**config.mk**
```make
export PLATFORM = sky130hd
export DESIGN_NAME = bnts_ctrl
export DESIGN_NICKNAME = d
export VERILOG_FILES = /design/src/hw/rtl/bnts_pkg.sv /design/src/hw/rtl/bnts_ctrl.sv
export SDC_FILE = /design/constraint.sdc
export NUM_CORES = 1
export LEC_CHECK = 0
export BUFFER_PORTS_ARGS = -buffer_cell sky130_fd_sc_hd__buf_2
export CAP_MARGIN = 30
export CELL_PAD_IN_SITES_DETAIL_PLACEMENT = 1
export CELL_PAD_IN_SITES_GLOBAL_PLACEMENT = 1
export CORE_MARGIN = 1.5
export CORE_UTILIZATION = 42
export DETAILED_ROUTE_END_ITERATION = 16
export GPL_ROUTABILITY_DRIVEN = 1
export PLACE_DENSITY = 0.79
export SETUP_SLACK_MARGIN = 0.3
export SLEW_MARGIN = 10
export SYNTH_ARGS = -nofsm -noshare
export SYNTH_HDL_FRONTEND = slang
export SYNTH_SLANG_ARGS = --single-unit
```
**constraint.sdc**
```tcl
create_clock -name clk -period 3.4 [get_ports clk]
set_input_delay 0.17 -clock clk [delete_from_list [all_inputs] [get_ports clk]]
set_output_delay 0.17 -clock clk [all_outputs]
set_load 0.03 [all_outputs]
```
**src/hw/rtl/bnts_pkg.sv**
```systemverilog
// ----------------------------------------------------------------------------
// bnts_pkg
// Shared constants and controller/datapath interface types for the best
// node triple search block.
// ----------------------------------------------------------------------------
package bnts_pkg;

  localparam int MAX_NODES = 256;
  localparam int NODE_AW   = (MAX_NODES > 1) ? $clog2(MAX_NODES) : 1;
  localparam int CNT_W     = $clog2(MAX_NODES + 1);
  localparam int IDX_W     = 8;

  // item kinds
  localparam logic KIND_NODE = 1'b0;
  localparam logic KIND_JOB  = 1'b1;

  // register map: word index taken from paddr[2]
  localparam int   REG_IDX_W   = 1;
  localparam logic REG_LAT_OVH = 1'b0;

  typedef struct packed {
    logic               wr_en;
    logic [NODE_AW-1:0] wr_addr;
    logic [NODE_AW-1:0] rd_addr;
    logic               job_load;
    logic               cap_a;
    logic               cap_b;
    logic               pair_ne;
    logic               issue;
    logic               k_ne;
    logic [NODE_AW-1:0] i_idx;
    logic [NODE_AW-1:0] j_idx;
    logic [NODE_AW-1:0] k_idx;
    logic               out_load;
  } cmd_t;

  typedef struct packed {
    logic pipe_busy;
  } stat_t;

endpackage

```
**src/hw/rtl/bnts_ctrl.sv**
```systemverilog
// ----------------------------------------------------------------------------
// bnts_ctrl
// Sequencer: takes node and job beats, walks i, j, k over the store and
// hands the result to the output register.
// ----------------------------------------------------------------------------
module bnts_ctrl import bnts_pkg::*; (
  input  logic clk,
  input  logic rst,
  input  logic in_valid,
  input  logic kind,
  output logic in_ready,
  output logic out_valid,
  input  logic out_ready,
  output cmd_t cmd,
  input  stat_t stat
);

  localparam logic [2:0] S_IDLE   = 3'd0;
  localparam logic [2:0] S_LD_I   = 3'd1;
  localparam logic [2:0] S_CAP_I  = 3'd2;
  localparam logic [2:0] S_LD_J   = 3'd3;
  localparam logic [2:0] S_CAP_J  = 3'd4;
  localparam logic [2:0] S_RUN_K  = 3'd5;
  localparam logic [2:0] S_DRAIN  = 3'd6;
  localparam logic [2:0] S_FINISH = 3'd7;

  logic [2:0]         state;
  logic [2:0]         state_next;
  logic [CNT_W-1:0]   count;
  logic [CNT_W-1:0]   count_m1;
  logic [NODE_AW-1:0] last;
  logic [NODE_AW-1:0] i;
  logic [NODE_AW-1:0] j;
  logic [NODE_AW-1:0] k;
  logic               accept;
  logic               full;

  assign in_ready = (state == S_IDLE);
  assign accept   = in_valid && in_ready;
  assign full     = (count == CNT_W'(MAX_NODES));
  assign count_m1 = count - CNT_W'(1);
  assign last     = count_m1[NODE_AW-1:0];

  always_comb begin
    cmd          = '0;
    cmd.wr_en    = accept && (kind == KIND_NODE) && !full;
    cmd.wr_addr  = count[NODE_AW-1:0];
    cmd.job_load = accept && (kind == KIND_JOB);
    cmd.rd_addr  = (state == S_LD_I) ? i : ((state == S_LD_J) ? j : k);
    cmd.cap_a    = (state == S_CAP_I);
    cmd.cap_b    = (state == S_CAP_J);
    cmd.pair_ne  = (j != i);
    cmd.issue    = (state == S_RUN_K);
    cmd.k_ne     = (k != j);
    cmd.i_idx    = i;
    cmd.j_idx    = j;
    cmd.k_idx    = k;
    cmd.out_load = (state == S_FINISH) && (!out_valid || out_ready);
  end

  always_comb begin
    state_next = state;
    unique case (state)
      S_IDLE: begin
        if (cmd.job_load) begin
          state_next = (count == '0) ? S_FINISH : S_LD_I;
        end
      end
      S_LD_I:  state_next = S_CAP_I;
      S_CAP_I: state_next = S_LD_J;
      S_LD_J:  state_next = S_CAP_J;
      S_CAP_J: state_next = S_RUN_K;
      S_RUN_K: begin
        if (k == last) begin
          state_next = S_DRAIN;
        end
      end
      S_DRAIN: begin
        if (!stat.pipe_busy) begin
          if (j != last) begin
            state_next = S_LD_J;
          end else if (i != last) begin
            state_next = S_LD_I;
          end else begin
            state_next = S_FINISH;
          end
        end
      end
      S_FINISH: begin
        if (cmd.out_load) begin
          state_next = S_IDLE;
        end
      end
      default: state_next = S_IDLE;
    endcase
  end

  always_ff @(posedge clk) begin
    if (rst) begin
      state     <= S_IDLE;
      count     <= '0;
      out_valid <= 1'b0;
      i         <= '0;
      j         <= '0;
      k         <= '0;
    end else begin
      state <= state_next;

      if (cmd.wr_en) begin
        count <= count + CNT_W'(1);
      end else if (cmd.out_load) begin
        count <= '0;
      end

      if (cmd.out_load) begin
        out_valid <= 1'b1;
      end else if (out_ready) begin
        out_valid <= 1'b0;
      end

      if (cmd.job_load) begin
        i <= '0;
      end
      if (state == S_CAP_I) begin
        j <= i;
      end
      if (state == S_CAP_J) begin
        k <= j;
      end
      if (state == S_RUN_K && k != last) begin
        k <= k + NODE_AW'(1);
      end
      if (state == S_DRAIN && !stat.pipe_busy) begin
        if (j != last) begin
          j <= j + NODE_AW'(1);
        end else if (i != last) begin
          i <= i + NODE_AW'(1);
        end
      end
    end
  end

endmodule
```
Word-level counts from Yosys, hierarchy flattened
Cells that the tools add are included.
{"block": "totals", "regBits": 37, "input_bits": 6, "word_cells": 70}
{"block": "op_classes", "n_addsub": 5, "n_eq_ne": 18, "muxes": 23, "bitwise_logic": 1, "n_reduce_logical": 17}
{"cell": "2-to-1 mux 8 bit", "count": 11}
{"cell": "!= test 8 bit", "count": 5}
{"cell": "adder 8 x 1 -> 8 bit, second input constant", "count": 3}
{"cell": "one-hot mux 3 bit (8 select lines)", "count": 1}
{"cell": "2-to-1 mux 3 bit", "count": 7}
{"cell": "2-to-1 mux 9 bit", "count": 2}
{"cell": "== test 3 bit, second input constant", "count": 4}
{"cell": "adder 9 x 1 -> 9 bit, second input constant", "count": 1}
{"cell": "== test 9 bit, second input constant", "count": 1}
{"cell": "zero test 9 bit", "count": 1}
{"cell": "== test 8 bit", "count": 1}
{"cell": "subtractor 8 x 1 -> 8 bit, second input constant", "count": 1}
{"cell": "logical AND 1 bit", "count": 7}
{"cell": "== test 3 x 2 -> 1 bit, second input constant", "count": 2}
{"cell": "nonzero test 2 bit", "count": 3}
{"cell": "!= test 2 x 1 -> 1 bit, second input constant", "count": 2}
{"cell": "!= test 2 bit, second input constant", "count": 2}
{"cell": "AND reduction 4 bit", "count": 1}
{"cell": "== test 3 x 1 -> 1 bit, second input constant", "count": 1}
{"cell": "zero test 1 bit", "count": 3}
{"cell": "zero test 3 bit", "count": 1}
{"cell": "2-to-1 mux 1 bit", "count": 2}
{"cell": "logical OR 1 bit", "count": 1}
{"cell": "inverter 1 bit", "count": 1}

Logic depth before layout (Yosys ltp)
{"block": "depth", "word_depth": 7, "ltp_mapped": 12, "ltp_nobuf": 9}

Worst setup path before layout
Ideal clock, no wire load.
{"block": "synth_path", "path_type": "register to register", "startpoint": "reg count[0]", "endpoint": "reg state[2]", "setup_time_ns": 0.079, "arrival_ns": 2.552, "required_ns": 3.321, "path_slack_ns": 0.768, "stages_incl_launch_ff": 12, "cell_sequence": "dfxtp_1 > buf_6 > inv_1 > ha_1 > clkbuf_2 > xnor2_1 > xnor2_1 > a2111oi_0 > and4_4 > nand2_4 > or4b_4 > a211oi_2"}
{"block": "synth_between", "elab_chain_len": 6}
{"item": "start: declaration", "line": "bnts_ctrl.sv:29", "source": "logic [CNT_W-1:0] count;"}
{"item": "start signal: assignment", "line": "bnts_ctrl.sv:110", "source": "count <= count + CNT_W'(1);"}
{"item": "subtractor 8 x 1 -> 8 bit", "line": "bnts_ctrl.sv:41", "source": "assign count_m1 = count - CNT_W'(1);"}
{"item": "!= test 8 bit", "line": "bnts_ctrl.sv:82", "source": "end else if (i != last) begin"}
{"item": "2-to-1 mux 3 bit", "line": "bnts_ctrl.sv:82"}
{"item": "2-to-1 mux 3 bit", "line": "bnts_ctrl.sv:80", "source": "if (j != last) begin"}
{"item": "2-to-1 mux 3 bit", "line": "bnts_ctrl.sv:79", "source": "if (!stat.pipe_busy) begin"}
{"item": "one-hot mux 3 bit (8 select lines)", "line": "bnts_ctrl.sv:63", "source": "unique case (state)"}
{"item": "end signal: assignment", "line": "bnts_ctrl.sv:107", "source": "state <= state_next;"}
{"item": "end: declaration", "line": "bnts_ctrl.sv:27", "source": "logic [2:0] state;"}
Several ways; a longest one is shown, not always the timed one. The select of a mux whose other input is x is not followed.
A chain may end at the register's enable or synchronous reset.

Worst setup path in the final report
{"block": "layout_path", "startpoint": "reg count[3]", "endpoint": "reg count[6]"}
{"block": "layout_between", "elab_chain_len": 4}
{"item": "branches (longest 4 deep; another with adder 9 x 1 -> 9 bit)"}
Several ways; the timed one is not identified.

==> flow_summary.toml <==
[detailed_routing]
drt_iter0_markers = 145
drc = 0
routed_wl_um = 11040
vias = 3407
dr.pass1.iters = 4
vias_per_cell = 6.041
final_antenna_net_count = 0
routedWlPerCell_um = 19.57

[timing]
whs_ns = 0.1950
finalCriticalPeriod_ns = 2.880
setup_ws_ns = 0.5201
hold_viol = 0
tns_ns = 0
setup_violations = 0
clock_skew_ns = 0.01139
slew_viol_final = 0
layout_worst_path_cycle_share_pct = 84.70
worst_pin_slew_ns = 0.8321
max_slew_margin_pct = 44.10
rsz0062_at_grt = "false"
fmax_mhz = 347.2

[worst_setup_path]
crit_fanout = 14
path_cells = "or4_1 > nor4b_1 > a211o_1 > inv_2 > nor2_1 > o21ai_0 > a21oi_1"
r2r_slack_ns = 0.52
cp-start-kind = "flop"
critPathSlowestCell = "or4_1"
worstPathRequired_ns = 3.61
end_kind = "flop"
critPathKind = "reg -> reg"
worst_path_largest_cell_delay_ns = 0.68
critical_path_arrival_ns = 3.09

[job]
maxCapViolations = 0

[placement]
routabilityCongestion = 0.8819
hpwlAfterDp_um = 7961
place_inst = 556
pre_cts_slack_ns = 0.3913
placed_area_um2 = 3537
io_buffers = 55

[pwr]
p_total_mw = 1.627
p_int_uw = 859.4
power_frac_clock_pct = 19.3
leakage_nw = 1.673
p_sw_share_pct = 47.18
power.switching_uw = 767.6
p_per_area_nw_per_um2 = 447.5
pwr-share-comb_pct = 47.9
p_seq_share_pct = 32.8
ir_drop_mv = 0.1931

[cells_and_area]
area_delta_synth_final_pct = 9.330
diodes = 0
drive_gt1_share_pct = 20.13
final_cells = 564
nNetsFinal = 473
final_cell_area_um2 = 3636
n_fill_cell = 1010
postLayoutCoreUtil_pct = 47.30

[floorplanning]
core_um2 = 7687
die_y_um = 91.99
io_pins = 56
dieWidth_um = 91.99
start_util_pct = 43.26
dieArea_um2 = 8461
rows = 32

[clocking]
cts.sinks = 37
clk_pin_slew_ns = 0.08
post_cts_buffers = 0
clk_path_buf_depth = 2
htreeDepth = 2
root_buffer = "clkbuf_8"
cts_made_buffers = 5
cts_tree = "yes"
clk_latency_ns = 0.30

[synth]
syn_area_um2 = 3326
syn_inst = 442
yosysWarnings = 0
ys_types = 70
synth_edf_count = 0
synth_fp_nets = 454
ys_seq_area_share_pct = 22.27
async_flop_share_pct = 0
ys_ff_latch = 37
synth-main-ff-cell = "dfxtp_1"
postSynthAreaPerCell_um2 = 7.524

[global_route]
grt.overflow.total = 0
grt_use_total_pct = 26.48
grt_pass1_vias = 3301
antenna_found_initial = 0
grt_max_degree = 21
grt_pass1_wl_um = 17680

[min_path]
min_path_type = "in -> reg"

[run_status]
status = "complete, no violations"
metal layers:
layer	vias up	wire (um)	GRT usage, %
met4	0	215	7.179
met1	1687	4905	34.72
met5	-	0	0
li1	1600	-	-
met3	16	433	2.736
met2	104	5481	45.99
cell type report:
class	instances	area [um^2]	share of cell area, %
Sequential cell	37	740.7	20.37
Clock buffer	6	72.57	1.996
Timing Repair Buffer	63	335.3	9.222
Tap cell	102	127.6	3.510
Multi-Input combinational cell	345	2316	63.70
Inverter	9	33.78	0.9291
Clock inverter	2	10.01	0.2753
power groups by stage:
stage	Combinational, mW	Sequential, mW	Clock (mW)
after floorplan	0.608	0.512	0
after global routing	0.838	0.543	0.337
after global placement	0.755	0.541	0
after detailed placement	0.769	0.544	0
final	0.780	0.534	0.313
after CTS	0.773	0.532	0.321
timing repair:
action | in CTS | in global routing
setup endpoints to repair | 0 | 8
resized for setup | 0 | 2
hold buffers | 0 | 0
state kept, by name, summed over array words and instances, names as in the netlist:
name and cells:
count 9, i 8, j 8, k 8, state 3, out_valid 1
placed cells by master (no fill, tap or decap), types with 3 or more instances in the layout:
| cell type | instances |
|---|---|
| a31oi_1 | 3 |
| mux2i_1 | 10 |
| nand4_1 | 7 |
| nand2b_1 | 7 |
| nor4_1 | 6 |
| nand3_1 | 16 |
| nor2_1 | 33 |
| nor3_1 | 10 |
| nand3b_1 | 5 |
| dfxtp_1 | 37 |
| and2_1 | 4 |
| clkbuf_8 | 5 |
| inv_1 | 6 |
| a21o_1 | 5 |
| buf_4 | 8 |
| a22oi_1 | 4 |
| o21ai_0 | 22 |
| mux2_2 | 3 |
| buf_2 | 55 |
| nor2b_1 | 12 |
| xor2_1 | 25 |
| o221ai_1 | 3 |
| and3_1 | 13 |
| xnor2_1 | 21 |
| o311a_1 | 3 |
| a21oi_1 | 26 |
| o2111a_1 | 4 |
| ha_1 | 6 |
| nand2_1 | 47 |
kinds of logic after synthesis:
| group | count (synthesis) | share of synthesized area, % |
|---|---|---|
| compound gates | 97 | 20.20 |
| xor+xnor | 48 | 13.47 |
| fa+ha+maj | 6 | 2.257 |
| buf+inv | 60 | 8.578 |
| flops | 37 | 22.27 |
| mux | 13 | 4.026 |
| simple gates | 181 | 29.19 |
critical path, delay by kind of cell, from the launching register on:
| family | cells | cell delay (ns) |
|---|---|---|
| compound gates | 3 | 0.68 |
| buf+inv | 1 | 0.16 |
| flops | 1 | 0.49 |
| simple gates | 3 | 1.47 |
final timing paths:
check | start | to | cells after the start
worst max-delay path | count[3] | count[6] | 7
worst min-delay path | out_ready | out_valid | 4
worst max register to register | count[3] | count[6] | 7
worst min register to register | count[8] | count[8] | 2
Yosys cell counts (3+ instances only):
| cell type | instances | area (um^2) |
|---|---|---|
| dfxtp_1 | 37 | 740.7 |
| o311a_1 | 3 | 30.03 |
| and2_1 | 4 | 25.02 |
| xor2_1 | 25 | 219.0 |
| nand3b_1 | 5 | 37.54 |
| a31oi_1 | 3 | 18.77 |
| nand3_1 | 17 | 85.08 |
| buf_1 | 7 | 26.28 |
| o2111a_1 | 4 | 45.04 |
| mux2_2 | 3 | 33.78 |
| a21o_1 | 5 | 37.54 |
| nor4_1 | 6 | 37.54 |
| buf_6 | 3 | 33.78 |
| a22oi_1 | 4 | 30.03 |
| buf_4 | 8 | 60.06 |
| o21ai_0 | 22 | 110.1 |
| inv_1 | 6 | 22.52 |
| nand4_1 | 7 | 43.79 |
| nor2b_1 | 12 | 75.07 |
| nand2_1 | 47 | 176.4 |
| ha_1 | 6 | 75.07 |
| and3_1 | 13 | 81.33 |
| o221ai_1 | 3 | 26.28 |
| nand2b_1 | 7 | 43.79 |
| mux2i_1 | 10 | 100.1 |
| xnor2_1 | 21 | 183.9 |
| nor3_1 | 10 | 50.05 |
| clkbuf_1 | 27 | 101.4 |
| buf_2 | 5 | 25.02 |
| nor2_1 | 33 | 123.9 |
| a21oi_1 | 26 | 130.1 |
No activity file was read; power rests on OpenSTA's default activity.
